## src/design/bdna_pkg.sv

```systemverilog
package bdna_pkg;

   localparam int SAMPLE_W      = 8;
   localparam int WIDTH_REG_W   = 12;
   localparam int HEIGHT_REG_W  = 13;
   // row counters run up to height plus one while the last row drains
   localparam int ROW_W         = HEIGHT_REG_W + 1;
   localparam int CSR_IDX_W     = 2;
   localparam int CSR_DATA_W    = 13;
   localparam int MAX_WIDTH_DEF = 2048;
   localparam int SUM_W         = 10;
   localparam int CNT_W         = 3;

   localparam logic [WIDTH_REG_W-1:0]  WIDTH_RESET  = WIDTH_REG_W'(640);
   localparam logic [HEIGHT_REG_W-1:0] HEIGHT_RESET = HEIGHT_REG_W'(480);

   typedef enum logic [CSR_IDX_W-1:0] {
      CSR_FRAME_WIDTH  = 2'd0,
      CSR_FRAME_HEIGHT = 2'd1
   } csr_idx_type;

   // bayer phase of a pixel: {row odd, column odd}
   typedef enum logic [1:0] {
      PH_GB_GREEN = 2'b00,
      PH_GB_BLUE  = 2'b01,
      PH_RG_RED   = 2'b10,
      PH_RG_GREEN = 2'b11
   } phase_type;

   typedef struct packed {
      phase_type phase;
      logic      left_ok;
      logic      right_ok;
      logic      up_ok;
      logic      down_ok;
      logic      last;
   } pos_type;

   typedef struct packed {
      logic    advance;
      logic    shift;
      logic    zero_sample;
      pos_type pos;
   } cmd_type;

endpackage

```

## src/design/bdna_ctrl.sv

```systemverilog
module bdna_ctrl #(
   parameter int MAX_WIDTH = bdna_pkg::MAX_WIDTH_DEF
) (
   input  logic                            clock,
   input  logic                            reset,
   input  logic                            req_valid,
   input  logic                            req_pad,
   output logic                            req_ready,
   input  logic                            rsp_ready,
   output logic                            rsp_valid,
   input  logic                            csr_valid,
   input  logic [bdna_pkg::CSR_IDX_W-1:0]  csr_index,
   input  logic [bdna_pkg::CSR_DATA_W-1:0] csr_data,
   output logic                            csr_ready,
   output bdna_pkg::cmd_type               cmd,
   output logic [$clog2(MAX_WIDTH)-1:0]    rd_addr,
   output logic [$clog2(MAX_WIDTH)-1:0]    wr_addr
);

   localparam int COL_W = $clog2(MAX_WIDTH);
   localparam int WR_W  = bdna_pkg::WIDTH_REG_W;
   localparam int HR_W  = bdna_pkg::HEIGHT_REG_W;
   localparam int ROW_W = bdna_pkg::ROW_W;
   localparam int CMP_W = ((COL_W > WR_W) ? COL_W : WR_W) + 1;

   typedef enum logic [1:0] {
      ST_IDLE   = 2'b01,
      ST_ACTIVE = 2'b10
   } state_type;

   state_type          state_ff, state_in;
   logic [WR_W-1:0]    width_ff;
   logic [HR_W-1:0]    height_ff;
   logic [COL_W-1:0]   in_col_ff, in_col_in, out_col_ff, out_col_in;
   logic [ROW_W-1:0]   in_row_ff, in_row_in, out_row_ff, out_row_in;
   logic               s1_vld_ff, s2_vld_ff, out_vld_ff;

   logic [WR_W-1:0]    w_eff;
   logic [HR_W-1:0]    h_eff;
   logic               advance, accept, shift, emit, col_wrap;
   bdna_pkg::pos_type  pos;

   assign csr_ready = 1'b1;
   assign advance   = !out_vld_ff || rsp_ready;
   assign req_ready = advance;
   assign rsp_valid = out_vld_ff;
   assign accept    = req_valid && advance;
   // a filler word with no frame in progress is swallowed
   assign shift     = accept && !(req_pad && (state_ff == ST_IDLE));

   always_comb begin
      if (width_ff == '0) begin
         w_eff = WR_W'(1);
      end else if (32'(width_ff) > MAX_WIDTH) begin
         w_eff = WR_W'(MAX_WIDTH);
      end else begin
         w_eff = width_ff;
      end
      h_eff = (height_ff == '0) ? HR_W'(1) : height_ff;

      col_wrap     = (CMP_W'(in_col_ff) + CMP_W'(1)) >= CMP_W'(w_eff);
      emit         = (in_row_ff >= ROW_W'(2))
                   || ((in_row_ff == ROW_W'(1)) && (in_col_ff != '0));
      pos.phase    = bdna_pkg::phase_type'({out_row_ff[0], out_col_ff[0]});
      pos.left_ok  = out_col_ff != '0;
      pos.right_ok = (CMP_W'(out_col_ff) + CMP_W'(1)) < CMP_W'(w_eff);
      pos.up_ok    = out_row_ff != '0;
      pos.down_ok  = (out_row_ff + ROW_W'(1)) < ROW_W'(h_eff);
      pos.last     = !pos.down_ok && !pos.right_ok;

      state_in   = state_ff;
      in_col_in  = in_col_ff;
      in_row_in  = in_row_ff;
      out_col_in = out_col_ff;
      out_row_in = out_row_ff;
      if (shift) begin
         state_in = ST_ACTIVE;
         if (col_wrap) begin
            in_col_in = '0;
            in_row_in = in_row_ff + ROW_W'(1);
         end else begin
            in_col_in = in_col_ff + COL_W'(1);
         end
         if (emit) begin
            if (pos.last) begin
               state_in   = ST_IDLE;
               in_col_in  = '0;
               in_row_in  = '0;
               out_col_in = '0;
               out_row_in = '0;
            end else if (!pos.right_ok) begin
               out_col_in = '0;
               out_row_in = out_row_ff + ROW_W'(1);
            end else begin
               out_col_in = out_col_ff + COL_W'(1);
            end
         end
      end

      cmd.advance     = advance;
      cmd.shift       = shift;
      cmd.zero_sample = req_pad || (in_row_ff >= ROW_W'(h_eff));
      cmd.pos         = pos;
   end

   assign rd_addr = in_col_in;
   assign wr_addr = in_col_ff;

   always_ff @(posedge clock) begin
      if (reset) begin
         state_ff   <= ST_IDLE;
         width_ff   <= bdna_pkg::WIDTH_RESET;
         height_ff  <= bdna_pkg::HEIGHT_RESET;
         in_col_ff  <= '0;
         in_row_ff  <= '0;
         out_col_ff <= '0;
         out_row_ff <= '0;
         s1_vld_ff  <= 1'b0;
         s2_vld_ff  <= 1'b0;
         out_vld_ff <= 1'b0;
      end else begin
         state_ff   <= state_in;
         in_col_ff  <= in_col_in;
         in_row_ff  <= in_row_in;
         out_col_ff <= out_col_in;
         out_row_ff <= out_row_in;
         if (advance) begin
            s1_vld_ff  <= shift && emit;
            s2_vld_ff  <= s1_vld_ff;
            out_vld_ff <= s2_vld_ff;
         end
         if (csr_valid) begin
            case (csr_index)
               bdna_pkg::CSR_FRAME_WIDTH:  width_ff  <= csr_data[WR_W-1:0];
               bdna_pkg::CSR_FRAME_HEIGHT: height_ff <= csr_data[HR_W-1:0];
               default: ;
            endcase
         end
      end
   end

   // idle means no position counted yet in this frame
   assert property (@(posedge clock) disable iff (reset)
      (state_ff == ST_IDLE) |-> (in_col_ff == '0 && in_row_ff == '0
                                 && out_col_ff == '0 && out_row_ff == '0))
      else $error("idle state with nonzero position counters");

   assert property (@(posedge clock) disable iff (reset)
      (shift && emit) |-> (state_ff == ST_ACTIVE))
      else $error("pixel emitted outside a frame");

   assert property (@(posedge clock) disable iff (reset)
      (shift && emit && pos.last) |=> (state_ff == ST_IDLE))
      else $error("frame did not close after its last pixel");

   assert property (@(posedge clock) disable iff (reset)
      $rose(out_vld_ff) |-> $past(s2_vld_ff))
      else $error("output word appeared without a pipeline word behind it");

   assert property (@(posedge clock) disable iff (reset)
      (out_vld_ff && !rsp_ready) |-> !req_ready)
      else $error("input taken while output is stalled");

endmodule

```

## config.mk

```make
export PLATFORM = sky130hd
export DESIGN_NAME = bdna_ctrl
export DESIGN_NICKNAME = d
export VERILOG_FILES = /design/src/design/bdna_pkg.sv /design/src/design/bdna_ctrl.sv
export SDC_FILE = /design/constraint.sdc
export NUM_CORES = 1
export LEC_CHECK = 0
export ABC_AREA = 1
export BUFFER_PORTS_ARGS = -buffer_cell sky130_fd_sc_hd__buf_2
export CORE_MARGIN = 2
export CORE_UTILIZATION = 35
export DETAILED_ROUTE_END_ITERATION = 10
export GPL_TIMING_DRIVEN = 0
export HOLD_SLACK_MARGIN = 0.05
export PLACE_DENSITY_LB_ADDON = 0.08
export SYNTH_ARGS = -nofsm -noshare
export SYNTH_HDL_FRONTEND = slang
export SYNTH_SLANG_ARGS = --single-unit
```

## constraint.sdc

```tcl
create_clock -name clock -period 3.1 [get_ports clock]
set_input_delay 0.465 -clock clock [delete_from_list [all_inputs] [get_ports clock]]
set_output_delay 0.465 -clock clock [all_outputs]
set_load 0.02 [all_outputs]
```

==> flow_metrics.tcl, run 1 <==
set metrics [dict create \
    cts-root-buf "clkbuf_16" \
    final_cell_area_sq_um 7430 \
    finClkSkew_ns 0.00789 \
    worst_pin_slew_ns 0.873 \
    firstDrtPassIters 4 \
    syn_area_sq_um 5400 \
    gp_congestion 0.856 \
    antenna_found_initial 0 \
    seqPwrFrac_pct 44.4 \
    synthCells 755 \
    drive_above_1_share_pct 32.4 \
    fin_util_pct 49.1 \
    max_freq_ghz 0.271 \
    setup_viol 15 \
    start_kind "register" \
    fin_ws_ns -0.584 \
    syn_nets 833 \
    p_int_uw 1710 \
    coreArea_sq_um 15100 \
    ys_ff_latch 80 \
    max_cap_violations 0 \
    ctsHoldBuffers 0 \
    combPwrFrac_pct 12.2 \
    grt_overflow 0 \
    finalWirelength_mm 16.4 \
    yosysWarnings 0 \
    rsz0062_at_grt "true" \
    final_max_slew_viol_count 0 \
    clk-insertion-delay-late_ns 0.35 \
    clk_pin_slew_ns 0.07 \
    die_x_microns 128 \
    first_global_vias 5130 \
    routed-via-count 5307 \
    dieArea_sq_um 16400 \
    syn_to_final_growth_pct 37.5 \
    cp_max_fo 5 \
    grt_max_degree 14 \
    track_usage_pct 20.3 \
    drt_iter0_drc 255 \
    start_util_pct 35.7 \
    slew_headroom_pct 41.8 \
    fin_nets 950 \
    io_pins 56 \
    synth_edf_count 0 \
    hold_viol_final 0 \
    p_clk_share_pct 43.3 \
    antenna_left 0 \
    swShare_pct 28.3 \
    p_leak_uw 0.00340 \
    htreeDepth 3 \
    yosysSeqAreaShare_pct 29.6 \
    dpl_cell_area_sq_um 6000 \
    clockBufferDepth 2 \
    critical_path_required_ns 2.63 \
    outcome "finished with violations" \
    cts_buffers 9 \
    post-route-period-util_pct 119 \
    hp-class "in2reg" \
    dominantRegCellSynth "dfxtp_1" \
    antennaDiodeCount 0 \
    dpl_worst_slack_ns -0.467 \
    critical_path_arrival_ns 3.22 \
    drc 0 \
    syn_avg_cell_area_sq_um 7.16 \
    switchingPower_uw 675 \
    hpwl_mm 11.9 \
    grt_pass1_wl_mm 26.1 \
    tritoncts "done" \
    vias_per_cell 4.98 \
    die_height_microns 128 \
    peakVddDrop_uv 268 \
    finalCriticalPeriod_ns 3.68 \
    p_per_area_nw_per_um2 322 \
    crit_type "reg2out" \
    async_flop_share_pct 0 \
    wire_per_inst_microns 15.4 \
    row_count 45 \
    portBuffers 53 \
    cp-end-kind "output pin" \
    numClockSinks 80 \
    synth.distinct_cells 45 \
    violations "negative setup slack" \
]
==> state kept, by name, summed over array words and instances (netlist names) <==
name	flops
rsp_valid	1
height_ff	13
in_row_ff	14
out_col_ff	11
out_row_ff	14
state_ff	2
wr_addr	11
s1_vld_ff	1
s2_vld_ff	1
width_ff	12
==> synthesized netlist by cell type (2+ instances only) <==
cell type | count | share of area, %
buf_4 | 8 | 1.1
buf_6 | 5 | 1.0
nand2_1 | 132 | 9.2
clkinv_1 | 2 | 0.14
a211oi_1 | 7 | 0.97
clkbuf_1 | 11 | 0.76
nor2_1 | 87 | 6.0
o211ai_1 | 6 | 0.83
nor4_1 | 8 | 0.93
dfxtp_1 | 80 | 30
xor2_1 | 27 | 4.4
nand2_2 | 7 | 0.81
or2_2 | 2 | 0.23
a211oi_2 | 3 | 0.69
nor3_1 | 11 | 1.0
o22ai_1 | 4 | 0.46
o21a_1 | 2 | 0.28
nand3_1 | 47 | 4.4
nor2_2 | 9 | 1.0
nand4_1 | 20 | 2.3
a21oi_1 | 58 | 5.4
inv_1 | 101 | 7.0
ha_1 | 57 | 13
nand3_2 | 2 | 0.37
nor3_2 | 3 | 0.56
o21ai_0 | 28 | 2.6
nor4_2 | 2 | 0.46
inv_2 | 4 | 0.28
xnor2_1 | 6 | 0.97
==> placed cells by master, fill, tap and decap left out, types with 11 or more instances in the layout <==
| cell | netlist | routed |
|---|---|---|
| nand2_2 | 7 | 23 |
| xor2_1 | 27 | 22 |
| dfxtp_1 | 80 | 67 |
| a21oi_1 | 58 | 56 |
| o21ai_0 | 28 | 27 |
| clkbuf_1 | 11 | 11 |
| nand2_1 | 132 | 111 |
| nor2_4 | 0 | 14 |
| nor2_1 | 87 | 65 |
| nand3_1 | 47 | 25 |
| nand4_1 | 20 | 20 |
| nor2_2 | 9 | 17 |
| buf_2 | 1 | 40 |
| buf_4 | 8 | 52 |
| ha_1 | 57 | 49 |
| nand3_2 | 2 | 15 |
| buf_6 | 5 | 23 |
| inv_1 | 101 | 94 |
==> power groups by stage <==
stage	Combinational (uW)	Sequential (uW)	Clock [uW]
after floorplan	167	1090	0
after global placement	243	1090	0
after detailed placement	248	1090	0
after CTS	273	1060	1060
after global routing	328	1060	1100
final	292	1060	1040
==> through the flow <==
stage          TNS (ns)  instances  hold slack [ns]  power (uW)
6_report          -6.64       1065            0.375        2390
5_1_grt          -11.09       1065            0.396        2490
4_1_cts           -7.25       1045            0.368        2390
3_5_place_dp      -6.26        996            0.449        1340
3_3_place_gp      -5.94        996            0.449        1330
2_1_floorplan  -0.00288        755            0.430        1250
==> logic make-up (layout without fill, tap and decap cells) <==
| family | Yosys count | in the layout | share of synthesized area (%) |
|---|---|---|---|
| other | 1 | 1 | 0.0694 |
| and+or+nand+nor | 336 | 336 | 28.6 |
| adders and majority gates | 57 | 57 | 13.2 |
| AOI/OAI and AO/OA | 115 | 115 | 12.6 |
| buffers and inverters | 132 | 254 | 10.4 |
| DFF | 80 | 80 | 29.6 |
| muxes | 1 | 1 | 0.185 |
| xor gates and xnor gates | 33 | 33 | 5.35 |
==> worst paths after layout <==
check	from	end	slack [ns]	depth (start not counted)
setup / recovery	wr_addr[1]	rd_addr[3]	-0.58	19
setup reg to reg	wr_addr[1]	in_row_ff[5]	-0.01	19
hold reg to reg	s2_vld_ff	rsp_valid	0.45	2
hold / removal	csr_data[6]	height_ff[6]	0.37	3
==> layer usage <==
metal,global-route usage [%],up-vias,share of wire (%)
met3,2.59,16,2.5
met2,34.6,63,50
met5,0,-,0
li1,-,2720,-
met1,26.5,2508,46
met4,6.79,0,1.5
==> critical path, cell delays in order (launching register included) <==
cell,delay (ns)
dfxtp_4,0.39
ha_4,0.16
nand2_4,0.06
nor2_4,0.12
nand3_4,0.09
nor2_4,0.12
nand3_4,0.09
nor2_4,0.14
xor2_2,0.16
inv_1,0.07
ha_1,0.28
nand2_1,0.08
buf_4,0.11
o21a_1,0.18
nand4_4,0.16
buf_8,0.19
nor3_4,0.15
nand3_4,0.09
nand2_2,0.11
buf_6,0.11
==> repair_timing <==
| action | 4_1_cts | 5_1_grt |
|---|---|---|
| resized for setup | 106 | 70 |
| gates cloned | 2 | 1 |
| buffers inserted | 31 | 21 |
| pin swaps | 34 | 44 |
| endpoints found under the setup margin | 40 | 64 |
==> layout make-up <==
type                       count  area (sq um)
inverter                     107           409
tap                          188           235
fill                        1470          7710
buffer                        24           186
sequential                    80          1640
timing repair buffer         107           806
multi-input combinational    543          3880
clock inverter                 5          31.3
clock buffer                  11           243
No activity file was read; power rests on OpenSTA's default activity.
==> run 2, diff against run 1 <==
--- a/config.mk
+++ b/config.mk
@@ -12,7 +12,7 @@
 export DETAILED_ROUTE_END_ITERATION = 10
 export GPL_TIMING_DRIVEN = 0
 export HOLD_SLACK_MARGIN = 0.05
-export PLACE_DENSITY_LB_ADDON = 0.08
+export PLACE_DENSITY_LB_ADDON = 0.2
 export SYNTH_ARGS = -nofsm -noshare
 export SYNTH_HDL_FRONTEND = slang
 export SYNTH_SLANG_ARGS = --single-unit
==> constraint.sdc (replaced) <==
create_clock -name clock -period 3.5 [get_ports clock]
set_input_delay 0.525 -clock clock [delete_from_list [all_inputs] [get_ports clock]]
set_output_delay 0.525 -clock clock [all_outputs]
set_load 0.02 [all_outputs]
==> run 2 against run 1 <==
- the flow still finishes with violations (negative setup slack)
- worst setup slack better by 0.38 ns
- count of clock-buffer cells in the layout fell by 1
- clock power is essentially flat
- via count decreased by 1.1%
- flip-flop and latch count unchanged
- register-to-register slack better by 0.20 ns
- critical endpoint unchanged
- highest routed layer unchanged
==> flow_metrics.tcl, run 2 (synthesis gave the netlist of run 1 again) <==
set metrics [dict create \
    clk_pin_slew_ns 0.07 \
    dieArea_sq_um 16400 \
    max_cap_violations 0 \
    worst_pin_slew_ns 0.782 \
    antenna_found_initial 0 \
    rsz0062_at_grt "true" \
    fin_nets 951 \
    hold_viol_final 0 \
    start_util_pct 35.7 \
    hp-class "in2reg" \
    final_cell_area_sq_um 7190 \
    grt_overflow 0 \
    grt_pass1_wl_mm 24.5 \
    crit_slowest_cell "dfxtp_2" \
    max_freq_ghz 0.270 \
    io_pins 56 \
    setup_viol 13 \
    crit_top_cell "nand3_2" \
    vias_per_cell 4.92 \
    firstDrtPassIters 6 \
    outcome "finished with violations" \
    coreArea_sq_um 15100 \
    slew_headroom_pct 47.8 \
    reg_top3 "in_row_ff: 14 flops, out_row_ff: 14 flops, height_ff: 13 flops" \
    antennaDiodeCount 0 \
    grt_max_degree 14 \
    cp-end-kind "output pin" \
    routed-via-count 5250 \
    finalCriticalPeriod_ns 3.71 \
    cts_buffers 9 \
    wire_per_inst_microns 14.7 \
    finalWirelength_mm 15.7 \
    final_max_slew_viol_count 0 \
    track_usage_pct 19.2 \
    row_count 45 \
    die_height_microns 128 \
    hpwl_mm 11.2 \
    peakVddDrop_uv 261 \
    crit_chain "ha_4, nand2_4, nor2_4, nand3_2, nor2_4, nand3_2, nor2_2, xor2_1, inv_1, ha_1, nand2_2, inv_2, nand3_2, nor2_1, nand2_1, nand4_4, buf_8, nor3_4, nand3_2, nand2_2, buf_6" \
    p_per_area_nw_per_um2 312 \
    final_common_cell "nand2_1" \
    place_inst 996 \
    fin_ws_ns -0.205 \
    crit_type "reg2out" \
    htreeDepth 3 \
    finalSetupTns_ns -1.90 \
    p_leak_uw 0.00334 \
    syn_to_final_growth_pct 33.1 \
    post-route-period-util_pct 106 \
    drc 0 \
    critPathMaxStageDelay_ns 0.36 \
    finClkSkew_ns 0.0116 \
    cts-root-buf "clkbuf_16" \
    tritoncts "done" \
    numClockSinks 80 \
    critical_path_required_ns 2.97 \
    cp_max_fo 5 \
    violations "negative setup slack" \
    portBuffers 53 \
    most-common-layout-cells "nand2_1 (118), inv_1 (94), nor2_1 (72), dfxtp_1 (68), buf_4 (59)" \
    clk-insertion-delay-late_ns 0.36 \
    finalNonFillerCells 1066 \
    dpl_cell_area_sq_um 5910 \
    start_kind "register" \
    num-fill-cells 1524 \
    clockBufferDepth 2 \
    ctsHoldBuffers 0 \
    gp_congestion 0.859 \
    antenna_left 0 \
    critical_path_arrival_ns 3.18 \
    die_x_microns 128 \
    drt_iter0_drc 283 \
    first_global_vias 4931 \
    drive_above_1_share_pct 29.2 \
]
run 2: cell count changes in the layout (fill, tap and decap cells not counted), moves of 4 or more:
cell / previous run / this run
nor2_4: 14 / 9
buf_4: 52 / 59
nand3_1: 25 / 29
nand2_1: 111 / 118
dfxtp_4: 8 / 4
nand2_2: 23 / 18
nor2_1: 65 / 72
xor2_1: 22 / 26
nand3_4: 10 / 5
run 2: power by group:
group	internal [uW]	total, uW	leakage [uW]	switching [uW]
Sequential	928	940	0.000656	12.4
Clock	641	1050	0.000158	410
Combinational	89.2	250	0.00253	161
Total	1660	2240	0.00334	583
run 2: worst max-delay path, delay by kind of cell, from the launching register on:
family	cells	cell delay, ns
xor gates and xnor gates	1	0.20
and+or+nand+nor	14	1.40
DFF	1	0.36
adders and majority gates	2	0.43
buffers and inverters	4	0.42
run 2: final cells by class:
cell class,instances,area (sq um),area share (%)
Clock inverter,6,82.6,1.15
Sequential cell,80,1630,22.6
Buffer,23,163,2.26
Timing Repair Buffer,109,788,11.0
Inverter,107,409,5.69
Multi-Input combinational cell,543,3650,50.7
Clock buffer,10,239,3.32
Tap cell,188,235,3.27
run 2: path summary, 6_finish.rpt:
kind / from / end / slack (ns) / depth (start not counted)
min: csr_data[7] / width_ff[7] / 0.42 / 3
max reg2reg: wr_addr[1] / in_row_ff[4] / 0.19 / 23
min reg2reg: out_row_ff[13] / out_row_ff[13] / 0.46 / 2
max: wr_addr[1] / rd_addr[3] / -0.21 / 21
run 2: metal layers:
layer  up-vias  GRT usage [%]  share of wire [%]
met3        24           3.59                2.8
met2        80           32.4                 48
met1      2421           24.1                 46
met4         0           7.76                2.5
met5         -              0                  0
li1       2725              -                  -
run 2: timing repair:
item / in CTS / in global routing
gates cloned: 2 / 0
pin swaps: 44 / 36
resized for setup: 104 / 49
setup buffers: 38 / 16
endpoints found under the setup margin: 14 / 19
run 2: metrics by stage:
| step | util (%) | setup slack [ns] | total power (uW) | hold slack, ns |
|---|---|---|---|---|
| after floorplan | - | 0.0742 | 1110 | 0.430 |
| after global placement | 39.0 | -0.429 | 1180 | 0.446 |
| after detailed placement | 39.0 | -0.458 | 1180 | 0.451 |
| after CTS | 45.7 | -0.163 | 2250 | 0.415 |
| after global routing | 47.5 | -0.369 | 2330 | 0.431 |
| final | 47.5 | -0.205 | 2240 | 0.417 |
